**src/design/hbbc_pkg.sv**
```systemverilog
`timescale 1ns / 1ps
// Shared types, constants and codes for the hashed block buffer cache.
// Used by hbbc_ctrl, hbbc_dp and hashed_block_buffer_cache.
package hbbc_pkg;

  localparam int NUM_BUFFERS_DEF = 32;
  localparam int NUM_BUCKETS_DEF = 13;
  localparam int BKT_W   = 4;
  localparam int REF_W   = 8;
  localparam int TIME_W  = 32;
  localparam int DEV_W   = 16;
  localparam int BLK_W   = 32;
  localparam int SLOT_W  = 5;
  localparam int STAT_W  = 3;
  localparam int HASH_STEPS = 2;
  localparam int HCNT_W  = $clog2(HASH_STEPS);

  typedef enum logic [1:0] {
    FUNC_GET     = 2'd0,
    FUNC_RELEASE = 2'd1,
    FUNC_PIN     = 2'd2,
    FUNC_UNPIN   = 2'd3
  } func_t;

  typedef enum logic [STAT_W-1:0] {
    ST_OK    = 3'd0,
    ST_HOME  = 3'd1,
    ST_OTHER = 3'd2,
    ST_NONE  = 3'd3,
    ST_ERR   = 3'd4
  } stat_t;

  typedef struct packed {
    logic [1:0]        func;
    logic [DEV_W-1:0]  device_id;
    logic [BLK_W-1:0]  block_number;
    logic [SLOT_W-1:0] buffer_slot;
    logic [TIME_W-1:0] now_ticks;
  } req_t;

  typedef struct packed {
    logic [SLOT_W-1:0] slot_out;
    logic [STAT_W-1:0] status;
    logic              needs_fill;
  } rsp_t;

  typedef enum logic [1:0] {
    S_IDLE,
    S_HASH,
    S_SCAN,
    S_FINISH
  } state_t;

  typedef struct packed {
    logic load;
    logic hash_step;
    logic scan_step;
    logic commit;
  } cmd_t;

  typedef struct packed {
    logic is_get;
    logic hash_last;
    logic scan_last;
    logic out_busy;
  } stat_bus_t;

endpackage

```
**src/design/hbbc_ctrl.sv**
```systemverilog
`timescale 1ns / 1ps
// Sequencer for the buffer cache: load, hash and scan (get only), commit.
// Depends on hbbc_pkg.
module hbbc_ctrl (
  input  logic               clk,
  input  logic               rst,
  input  logic               in_valid,
  output logic               in_stall,
  input  hbbc_pkg::stat_bus_t st,
  output hbbc_pkg::cmd_t     cmd
);
  import hbbc_pkg::*;

  state_t state, state_next;

  always_ff @(posedge clk) begin
    if (rst) begin
      state <= S_IDLE;
    end else begin
      state <= state_next;
    end
  end

  always_comb begin
    state_next = state;
    cmd        = '0;
    in_stall   = (state != S_IDLE);
    unique case (state)
      S_IDLE: begin
        if (in_valid) begin
          cmd.load = 1'b1;
          // is_get looks at the incoming item during load
          state_next = st.is_get ? S_HASH : S_FINISH;
        end
      end
      S_HASH: begin
        cmd.hash_step = 1'b1;
        if (st.hash_last) state_next = S_SCAN;
      end
      S_SCAN: begin
        cmd.scan_step = 1'b1;
        if (st.scan_last) state_next = S_FINISH;
      end
      S_FINISH: begin
        if (!st.out_busy) begin
          cmd.commit = 1'b1;
          state_next = S_IDLE;
        end
      end
      default: state_next = S_IDLE;
    endcase
  end

endmodule

```
**config.mk**
```make
export PLATFORM = sky130hd
export DESIGN_NAME = hbbc_ctrl
export DESIGN_NICKNAME = d
export VERILOG_FILES = /design/src/design/hbbc_pkg.sv /design/src/design/hbbc_ctrl.sv
export SDC_FILE = /design/constraint.sdc
export NUM_CORES = 1
export LEC_CHECK = 0
export BUFFER_PORTS_ARGS = -buffer_cell sky130_fd_sc_hd__buf_2
export CAP_MARGIN = 20
export CORE_AREA = 2 2 39 41
export CTS_CLUSTER_DIAMETER = 50
export DETAILED_ROUTE_END_ITERATION = 6
export DIE_AREA = 0 0 41 43
export GPL_ROUTABILITY_DRIVEN = 0
export GPL_TIMING_DRIVEN = 0
export MAX_ROUTING_LAYER = met4
export PLACE_DENSITY = 0.35
export SLEW_MARGIN = 20
export SYNTH_ARGS = -nofsm -noshare
export SYNTH_HDL_FRONTEND = slang
export SYNTH_SLANG_ARGS = --single-unit
```
**constraint.sdc**
```tcl
create_clock -name clk -period 2.05 [get_ports clk]
set_input_delay 0.205 -clock clk [delete_from_list [all_inputs] [get_ports clk]]
set_output_delay 0.205 -clock clk [all_outputs]
set_load 0.02 [all_outputs]
```
== Yosys cells after proc, flatten, opt, wreduce, memory -nomap -nowiden ==
Cells that the tools add are included.

* Flip-flop bits (word level): 2
* Latch bits: 0
* RAM bits: 0
* Memory bits (read-only): 0
* Input port bits: 7
* Output and inout port bits: 5
* Word-level logic and storage cells: 23
* Memories kept: 0

* Add/sub/neg operators: 0
* Multipliers: 0
* Div/mod/pow operators: 0
* $lt $le $gt $ge: 0
* Equal/unequal tests: 7
* Shift operators: 0
* Mux-type cells: 12
* Bitwise operators: 0
* Reductions and logical operators: 3

{| class="wikitable"
|+ Operators with widths
! operator !! count
|-
| 2-bit two-way mux || 5
|-
| 2-bit inequality test (second input constant) || 4
|-
| 2-bit one-hot mux with 4 select lines || 1
|-
| 1-bit two-way mux || 6
|-
| 2-bit equality test (second input constant) || 2
|-
| 4-bit AND reduction || 1
|-
| 2-bit by 1-bit equality test with 1-bit output (second input constant) || 1
|-
| 2-bit zero test || 1
|-
| 2-bit nonzero test || 1
|}

== Logic depth before layout (Yosys ltp) ==
Gate-level depths: netlist (run 1).

* Depth in word-level cells: 3
* Mapped depth: 5
* Mapped depth without buffers: 5

== Worst setup path before layout (run 1) ==
Ideal clock, no wire load.

* Path type: flip-flop to flip-flop
* From: register state[0]
* To: register state[1]
* Setup time: 0.121 ns
* Data arrival time: 1.335 ns
* Required time: 1.929 ns
* Slack: 0.594 ns
* Stages on the path, launching flop included: 6
* Buffers on the path: 0
* Period minus slack after synthesis: 1.456 ns
* Cells stage by stage: dfxtp_1 -> inv_1 -> ha_1 -> inv_1 -> o2111a_2 -> mux2_4

* Word-level cells in the longest chain between the ends: 3
* Elaborated cells on any way between the ends: 10
* Those cells by class: eq/ne: 7; mux: 1; reduce/logical: 2

{| class="wikitable"
|+ RTL lines
! element !! line !! text
|-
| start: declaration || hbbc_ctrl.sv:14 || <nowiki>state_t state, state_next;</nowiki>
|-
| start signal: assignment || hbbc_ctrl.sv:20 || <nowiki>state <= state_next;</nowiki>
|-
| 2-bit by 1-bit equality test with 1-bit output (tied with other cells) || hbbc_ctrl.sv:28 || <nowiki>unique case (state)</nowiki>
|-
| 2-bit inequality test (no source line) || -- ||
|-
| 4-bit AND reduction (no source line) || -- ||
|}

Parallel ways exist; a longest one is shown, timed or not.
A chain may end at the register's enable or synchronous reset.

== Final worst setup path (run 1) ==
Ends and elaborated chain as after synthesis.

==> flow_summary.yaml, run 1 <==
layout:
  largest_register_ffs: 2
  fin_area_um2: 314
  nFillCells: 162
  nets: 52
  ff_latch_area_um2: 40.0
  drive_above_1_share: 0.447
  regMostFlops: "state"
  area.growth.synth_to_final_pct: 45.1
  n_antenna_cell: 0
  reg.largest.list: "state x2"
  multi_input_area_um2: 165
clocking:
  cts-buffers-inserted: 3
  clk_pin_slew_worst_paths_ns: 0.03
  cts_max_level: 1
  cts_tree: "yes"
  cts_setup_buffers: 0
  clock_latency_ns: 0.23
  clock_sinks: 2
  cts_resized: 0
  cts_root_buf: "clkbuf_4"
  cts_hold_buf: 0
  clk_path_buf_depth: 2
critical_path:
  cp_top_family: "flip-flops"
  crit_type: "register to register"
  cp_cell_sequence: "inv_1 -> ha_1 -> nand2b_1 -> o2111a_2 -> mux2_4"
  crit_path_max_incr_delay_ns: 0.37
  cp_max_fo: 4
  slowest_stage: "dfxtp_1"
  worstPathRequired_ns: 2.16
  cp_num_buf_inv: 1
  cp_data_arrival_time_ns: 1.55
  critPathCaptureType: "register"
  start_kind: "register"
die:
  std_cell_rows: 14
  io_pins: 12
  die_area_um2: 1760
  start_util: 0.156
  core_area_um2: 1380
  die_w_um: 41
  die_h_um: 43
detailed_routing:
  via_count: 209
  route.detailed.wl_per_inst_um: 8.76
  avgViaCountPerCell: 3.87
  detail-route-antenna-nets: 0
  wirelength_um: 473
  drt_iter0_drc: 0
  drt_pass1_iterations: 1
  drc_errors: 0
synth:
  ys.warnings.count: 0
  synth_compound_area_frac: 0.116
  ys_ff_latch: 2
  synth_top_family_by_area: "adder cells"
  netlist_area_um2: 216
  syn_nets: 36
  synth-simple-area-share: 0.243
  synth_xor_xnor_area_share: 0
  synth.yosys.seq_area_share: 0.185
  synth_adder_area_share: 0.289
  synth.distinct_cells: 13
  synthCells: 24
  syn_avg_cell_area_um2: 9.02
  synth_mux_area_frac: 0.116
grt:
  grt_pass1_wl_um: 621
  grt_pass1_vias: 194
  grt_overflow: 0
  grt_usage: 0.0565
  grt_start_max_net_pins: 5
  antenna_found_initial: 0
timing:
  setup_tns_ns: 0
  whs_ns: 0.301
  fin_crit_sh: 0.704
  setup_viol: 0
  min_period_ns: 1.44
  slew_viol_final: 0
  max_freq_mhz: 693
  rsz0062_at_grt: "no"
  slew_headroom: 0.905
  fin_skew_ns: 0.00347
  worst_pin_slew_ns: 0.142
  final-hold-violation-count: 0
pwr:
  ir_drop_mv: 0.193
  pwr_density_cell_nw_per_um2: 1350
  p_leak_nw: 0.166
  power_mw: 0.423
place:
  portBuffers: 11
  place_hpwl_um: 409
  dpl_cell_area_um2: 292
job:
  drv_cap: 0
outcome:
  status: "completed"
min_path:
  hp-class: "input port to register"
==> worst paths after layout <==
kind / slack (ns) / to / depth (start not counted) / from
worst max-delay path: 0.61 / state[1] / 5 / state[0]
worst min-delay path: 0.30 / state[0] / 3 / rst
worst max register to register: 0.61 / state[1] / 5 / state[0]
worst min register to register: 0.52 / state[0] / 2 / state[0]
==> through the flow <==
step                       util  worst slack, ns  std cells
final                     0.227            0.607         54
after global placement    0.211            0.588         51
after global routing      0.227            0.565         54
after CTS                 0.227            0.592         54
after detailed placement  0.211            0.603         51
after floorplan               -            0.594         24
==> logic make-up (layout without fill, tap and decap cells) <==
family                   Yosys count  after routing
AND/OR/NAND/NOR                    9              9
adder cells (fa/ha/maj)            5              5
AO/OA/AOI/OAI                      3              3
buffers and inverters              3             17
multiplexers                       2              2
flip-flops                         2              2
==> report_power, final <==
| part | internal, mW | total (mW) | switching [mW] |
|---|---|---|---|
| clock network | 0.0646 | 0.0874 | 0.0228 |
| registers | 0.0569 | 0.0731 | 0.0162 |
| logic | 0.117 | 0.262 | 0.146 |
==> routing by layer <==
metal,vias up,routed length [um],global-route usage
met2,11,242,0.103
met3,2,44,0
met4,0,14,0.0600
li1,108,-,-
met5,-,0,-
met1,88,171,0.0415
==> Yosys cell counts, drive strengths merged <==
master / instances / share of area
nand2b: 5 / 0.14
and2: 1 / 0.035
nor2b: 1 / 0.029
o2111a: 1 / 0.058
mux2i: 1 / 0.046
inv: 3 / 0.052
o21bai: 1 / 0.035
nor2: 1 / 0.017
mux2: 1 / 0.069
ha: 5 / 0.29
dfxtp: 2 / 0.18
a21oi: 1 / 0.023
nand2: 1 / 0.017
==> area by class of cell <==
class / instances / share of cell area
Tap cell: 16 / 0.0637
Inverter: 3 / 0.0359
Clock buffer: 3 / 0.0717
Timing Repair Buffer: 11 / 0.175
Sequential cell: 2 / 0.127
Multi-Input combinational cell: 19 / 0.526
==> worst reg2reg max path, delay by kind of cell (launching register included) <==
family          cells  cell delay (ns)
buf+inv             1             0.10
compound gates      1             0.24
fa+ha+maj           1             0.24
simple gates        1             0.09
flops               1             0.37
mux                 1             0.30
==> cell usage in the layout (no fill, tap or decap), drive strengths merged <==
master / count
dfxtp: 2
nand2b: 5
mux2i: 1
ha: 5
o21bai: 1
o2111a: 1
buf: 11
nor2: 1
clkbuf: 3
inv: 3
nor2b: 1
a21oi: 1
and2: 1
nand2: 1
mux2: 1
(Power assumes the default switching activity.)
==> run 2, diff against run 1 <==
Settings changed: ABC_AREA from default to 1, PLACE_DENSITY 0.35 to 0.37.
Clock period 2.05 ns to 1.3 ns, I/O delays scaled along.
==> flow_summary.yaml, run 2 <==
outcome:
  status: "completed"
synth:
  syn_nets: 50
  synth.yosys.seq_area_share: 0.174
  synth_mux_area_frac: 0
  yosys-top-cells-area: "ha_1, inv_1, nand2_1"
  ys_ff_latch: 2
  synth-simple-area-share: 0.353
  syn_avg_cell_area_um2: 6.06
  synth_edf_count: 0
  synthCells: 38
  synth.distinct_cells: 8
  synth_adder_area_share: 0.272
  yosys.area.top_type_share: 0.272
  synth_compound_area_frac: 0.0217
  ys.warnings.count: 0
  yosys.area.top_type: "ha_1"
  ys_async_sr_fraction: 0
  synthFlopType: "dfxtp_1"
  synth_top_family_by_area: "simple AND/OR/NAND/NOR gates"
  synth_xor_xnor_area_share: 0
  synth_top_cells_by_count: "inv_1, nand2_1, nor2_1"
  netlist_area_um2: 230
pwr:
  ir_drop_mv: 0.446
  p_leak_nw: 0.217
  power_mw: 0.766
  pwr_density_cell_nw_per_um2: 2300
grt:
  grt.busiest_layer: "met3"
  grt_overflow: 0
  grt_usage: 0.0678
  antenna_found_initial: 0
  grt_pass1_wl_um: 662
  grtUsageMet1: 0.0671
  grt_pass1_vias: 177
  grtUsageMet3: 0.0785
  grt_start_max_net_pins: 5
  grtUsageMet2: 0.0750
layout:
  final_cells: 68
  final_util: 0.241
  regMostFlops: "state"
  fin_area_um2: 333
  multi_input_area_um2: 151
  area.growth.synth_to_final_pct: 44.6
  n_antenna_cell: 0
  reg.largest.list: "state x2"
  layout_common_cells: "inv_1, nand2_1, buf_2, nor2_1, ha_1"
  nets: 66
  ff_latch_area_um2: 42.5
  largest_register_ffs: 2
  nFillCells: 162
  drive_above_1_share: 0.365
critical_path:
  endpoint: "cmd[3]"
  rrSetupSlack_ns: 0.13
  r2r-start: "state[0]"
  crit_type: "register to output port"
  reg2reg_depth: 8
  crit_path_max_incr_delay_ns: 0.33
  worstPathRequired_ns: 1.17
  cp_data_arrival_time_ns: 1.08
  cp_cell_sequence: "inv_1 -> ha_2 -> nand2_1 -> inv_1 -> buf_2"
  critical_path.startpoint: "state[1]"
  cp_common_cell: "inv_1"
  rr_endpoint: "state[1]"
  critPathCaptureType: "output port"
  cp_max_fo: 4
  start_kind: "register"
  slowest_stage: "dfxtp_2"
clocking:
  cts_tree: "yes"
  cts_root_buf: "clkbuf_4"
  cts-buffers-inserted: 3
  cts_setup_buffers: 0
  cts_max_level: 1
  clock_latency_ns: 0.23
  clk_pin_slew_worst_paths_ns: 0.03
  clock_sinks: 2
  clk_path_buf_depth: 2
die:
  std_cell_rows: 14
  core_area_um2: 1380
  die_area_um2: 1760
  start_util: 0.166
  die_w_um: 41
  die_h_um: 43
  io_pins: 12
detailed_routing:
  drc_errors: 0
  drt_iter0_drc: 1
  via_count: 232
  route.detailed.wl_per_inst_um: 6.65
  avgViaCountPerCell: 3.41
  detail-route-antenna-nets: 0
  wirelength_um: 452
  drt_pass1_iterations: 2
place:
  place_hpwl_um: 355
  placedCellCount: 65
  place_ws_ns: 0.0344
  dpl_cell_area_um2: 305
  portBuffers: 11
timing:
  setup_viol: 0
  worst_pin_slew_ns: 0.137
  whs_ns: 0.140
  setup_tns_ns: 0
  slew_viol_final: 0
  rsz0062_at_grt: "yes"
  layout_setup_ws_ns: 0.0861
  final-hold-violation-count: 0
  fin_crit_sh: 0.934
  fin_skew_ns: 0.00534
  slew_headroom: 0.908
  min_period_ns: 1.21
  max_freq_mhz: 824
min_path:
  hp-class: "input port to register"
job:
  drv_cap: 0
run 2: cell type report:
cell class | instances | share of cell area
Tap cell | 16 | 0.0602
Inverter | 11 | 0.124
Clock buffer | 3 | 0.0677
Multi-Input combinational cell | 25 | 0.455
Timing Repair Buffer | 11 | 0.165
Sequential cell | 2 | 0.128
run 2: how the worst min path moves through the flow:
stage          start       end  slack, ns  cells after the start
2_1_floorplan    rst  state[1]       0.29                      3
4_1_cts          rst  state[0]       0.13                      4
3_5_place_dp     rst  state[1]       0.39                      4
6_report         rst  state[0]       0.14                      4
5_1_grt          rst  state[0]       0.16                      4
3_3_place_gp     rst  state[1]       0.39                      4
run 2: worst max-delay path: cells and delay by family (launching register included):
family | cells | cell delay, ns
fa+ha+maj | 1 | 0.20
buf+inv | 3 | 0.29
flops | 1 | 0.33
simple gates | 1 | 0.05
run 2: per-layer routing:
| layer | wire length [um] | vias to the layer above |
|---|---|---|
| met3 | 75 | 2 |
| met1 | 201 | 85 |
| li1 | - | 133 |
| met4 | 10 | 0 |
| met2 | 164 | 12 |
| met5 | 0 | - |
run 2: logic make-up (layout without fill, tap and decap cells):
kind of cell	count (synthesis)	after routing
simple gates	19	19
compound gates	1	1
fa+ha+maj	5	5
flops	2	2
buf+inv	11	25
run 2: power by group:
part / internal [mW] / total (mW) / switching, mW
registers: 0.0991 / 0.130 / 0.0312
clock network: 0.102 / 0.144 / 0.0415
logic: 0.187 / 0.492 / 0.305
total: 0.389 / 0.766 / 0.377
run 2: timing repair:
action                                  CTS  global route
gates resized for setup                   2             1
pin swaps                                 0             1
hold buffers                              0             0
endpoints found under the setup margin    1             3
==> run 3, diff against run 2 <==
Settings changed: ABC_AREA 1 to default, PLACE_DENSITY 0.37 to 0.36.
==> flow_summary.yaml, run 3 (synthesis results as in run 1) <==
timing:
  min_period_ns: 1.29
  fin_crit_sh: 0.991
  worst_pin_slew_ns: 0.102
  max_freq_mhz: 776
  final-hold-violation-count: 0
  fin_skew_ns: 0.00391
  rsz0062_at_grt: "yes"
  slew_headroom: 0.930
  setup_viol: 0
  whs_ns: 0.203
  slew_viol_final: 0
layout:
  n_antenna_cell: 0
  regMostFlops: "state"
  area.growth.synth_to_final_pct: 75.7
  nets: 53
  layout_common_cells: "buf_2, nand2b_1, ha_4, clkbuf_4, dfxtp_4"
  largest_register_ffs: 2
  reg.largest.list: "state x2"
  final_common_cell: "buf_2"
  drive_above_1_share: 0.675
critical_path:
  slowest_stage: "dfxtp_4"
  critPathCaptureType: "register"
  crit_path_max_incr_delay_ns: 0.39
  worstPathRequired_ns: 1.41
  start_kind: "register"
  crit_type: "register to register"
  rrSetupSlack_ns: 0.01
  cp_data_arrival_time_ns: 1.39
  cp_cell_sequence: "inv_6 -> ha_4 -> nand2b_1 -> o2111a_2 -> mux2_4"
  cp_max_fo: 4
  cp_top_family: "flip-flops"
  cp_num_buf_inv: 1
clocking:
  cts_tree: "yes"
  clk_pin_slew_worst_paths_ns: 0.03
  cts_max_level: 1
  clock_latency_ns: 0.23
  cts_hold_buf: 0
  cts-buffers-inserted: 3
  cts_root_buf: "clkbuf_4"
  clk_path_buf_depth: 2
  clock_sinks: 2
grt:
  grt_overflow: 0
  grt_pass1_wl_um: 752
  grt_usage: 0.0718
  antenna_found_initial: 0
  grt_pass1_vias: 205
  grt_start_max_net_pins: 5
min_path:
  hp-class: "input port to register"
die:
  die_area_um2: 1760
  die_h_um: 43
  io_pins: 12
  std_cell_rows: 14
  core_area_um2: 1380
  start_util: 0.156
  die_w_um: 41
pwr:
  p_leak_nw: 0.173
  pwr_density_cell_nw_per_um2: 2180
  ir_drop_mv: 0.603
  power_mw: 0.831
job:
  drv_cap: 0
detailed_routing:
  detail-route-antenna-nets: 0
  via_count: 207
  drc_errors: 0
  avgViaCountPerCell: 3.70
  drt_pass1_iterations: 2
  drt_iter0_drc: 6
  route.detailed.wl_per_inst_um: 8.54
  wirelength_um: 478
place:
  portBuffers: 11
  place_hpwl_um: 393
outcome:
  status: "completed"
==> run 3: changes by cell type in the layout (fill, tap and decap cells not counted), sizes merged, moves of 5 or more <==
cell	delta
nand2b	+5
nor2	-6
nand2	-11
inv	-8
==> run 3: worst paths after layout <==
path / depth (start not counted) / endpoint / from
max reg2reg: 5 / state[1] / state[0]
min reg2reg: 2 / state[0] / state[0]
max: 5 / state[1] / state[0]
min: 3 / state[0] / rst
==> run 3: metal layers <==
| metal | GRT usage | part of all wire | vias up |
|---|---|---|---|
| li1 | - | - | 109 |
| met1 | 0.0605 | 0.45 | 83 |
| met3 | 0.0314 | 0.12 | 2 |
| met4 | 0.0800 | 0.027 | 0 |
| met5 | - | 0 | - |
| met2 | 0.103 | 0.40 | 13 |
==> run 3: cell type report <==
cell class	instances	area, um^2
fill	147	1000
multi-input combinational	19	205
timing repair buffer	12	62.6
sequential	2	47.5
clock buffer	4	26.3
tap	16	20.0
inverter	3	18.8
==> run 3: what timing repair did <==
action / CTS / global route
buffers inserted: 1 / 0
hold endpoints to repair: 0 / 0
pin swaps: 1 / 1
gates resized for setup: 2 / 2
setup endpoints to repair: 1 / 2
==> run 3: report_power, final <==
| group | leakage (nW) | internal (mW) | switching [mW] |
|---|---|---|---|
| clock network | 0.0150 | 0.114 | 0.0384 |
| registers | 0.0178 | 0.106 | 0.0581 |
| logic | 0.140 | 0.249 | 0.265 |
==> run 3: tightest hold or removal path, cell delays in order <==
cell,delay (ns)
buf_2,0.10
nand2b_1,0.10
mux2i_1,0.05
==> run 3: stage by stage <==
stage / worst slack [ns] / std cells / area (um^2) / TNS, ns / util
finish: 0.0114 / 56 / 380 / 0 / 0.275
global route: -0.0352 / 56 / 380 / -0.0352 / 0.275
CTS: 0.00616 / 56 / 375 / 0 / 0.271
detailed placement: -0.0217 / 51 / 337 / -0.0217 / 0.243
global placement: -0.0211 / 51 / 337 / -0.0211 / 0.243
floorplan: 0.00231 / 24 / 262 / 0 / -
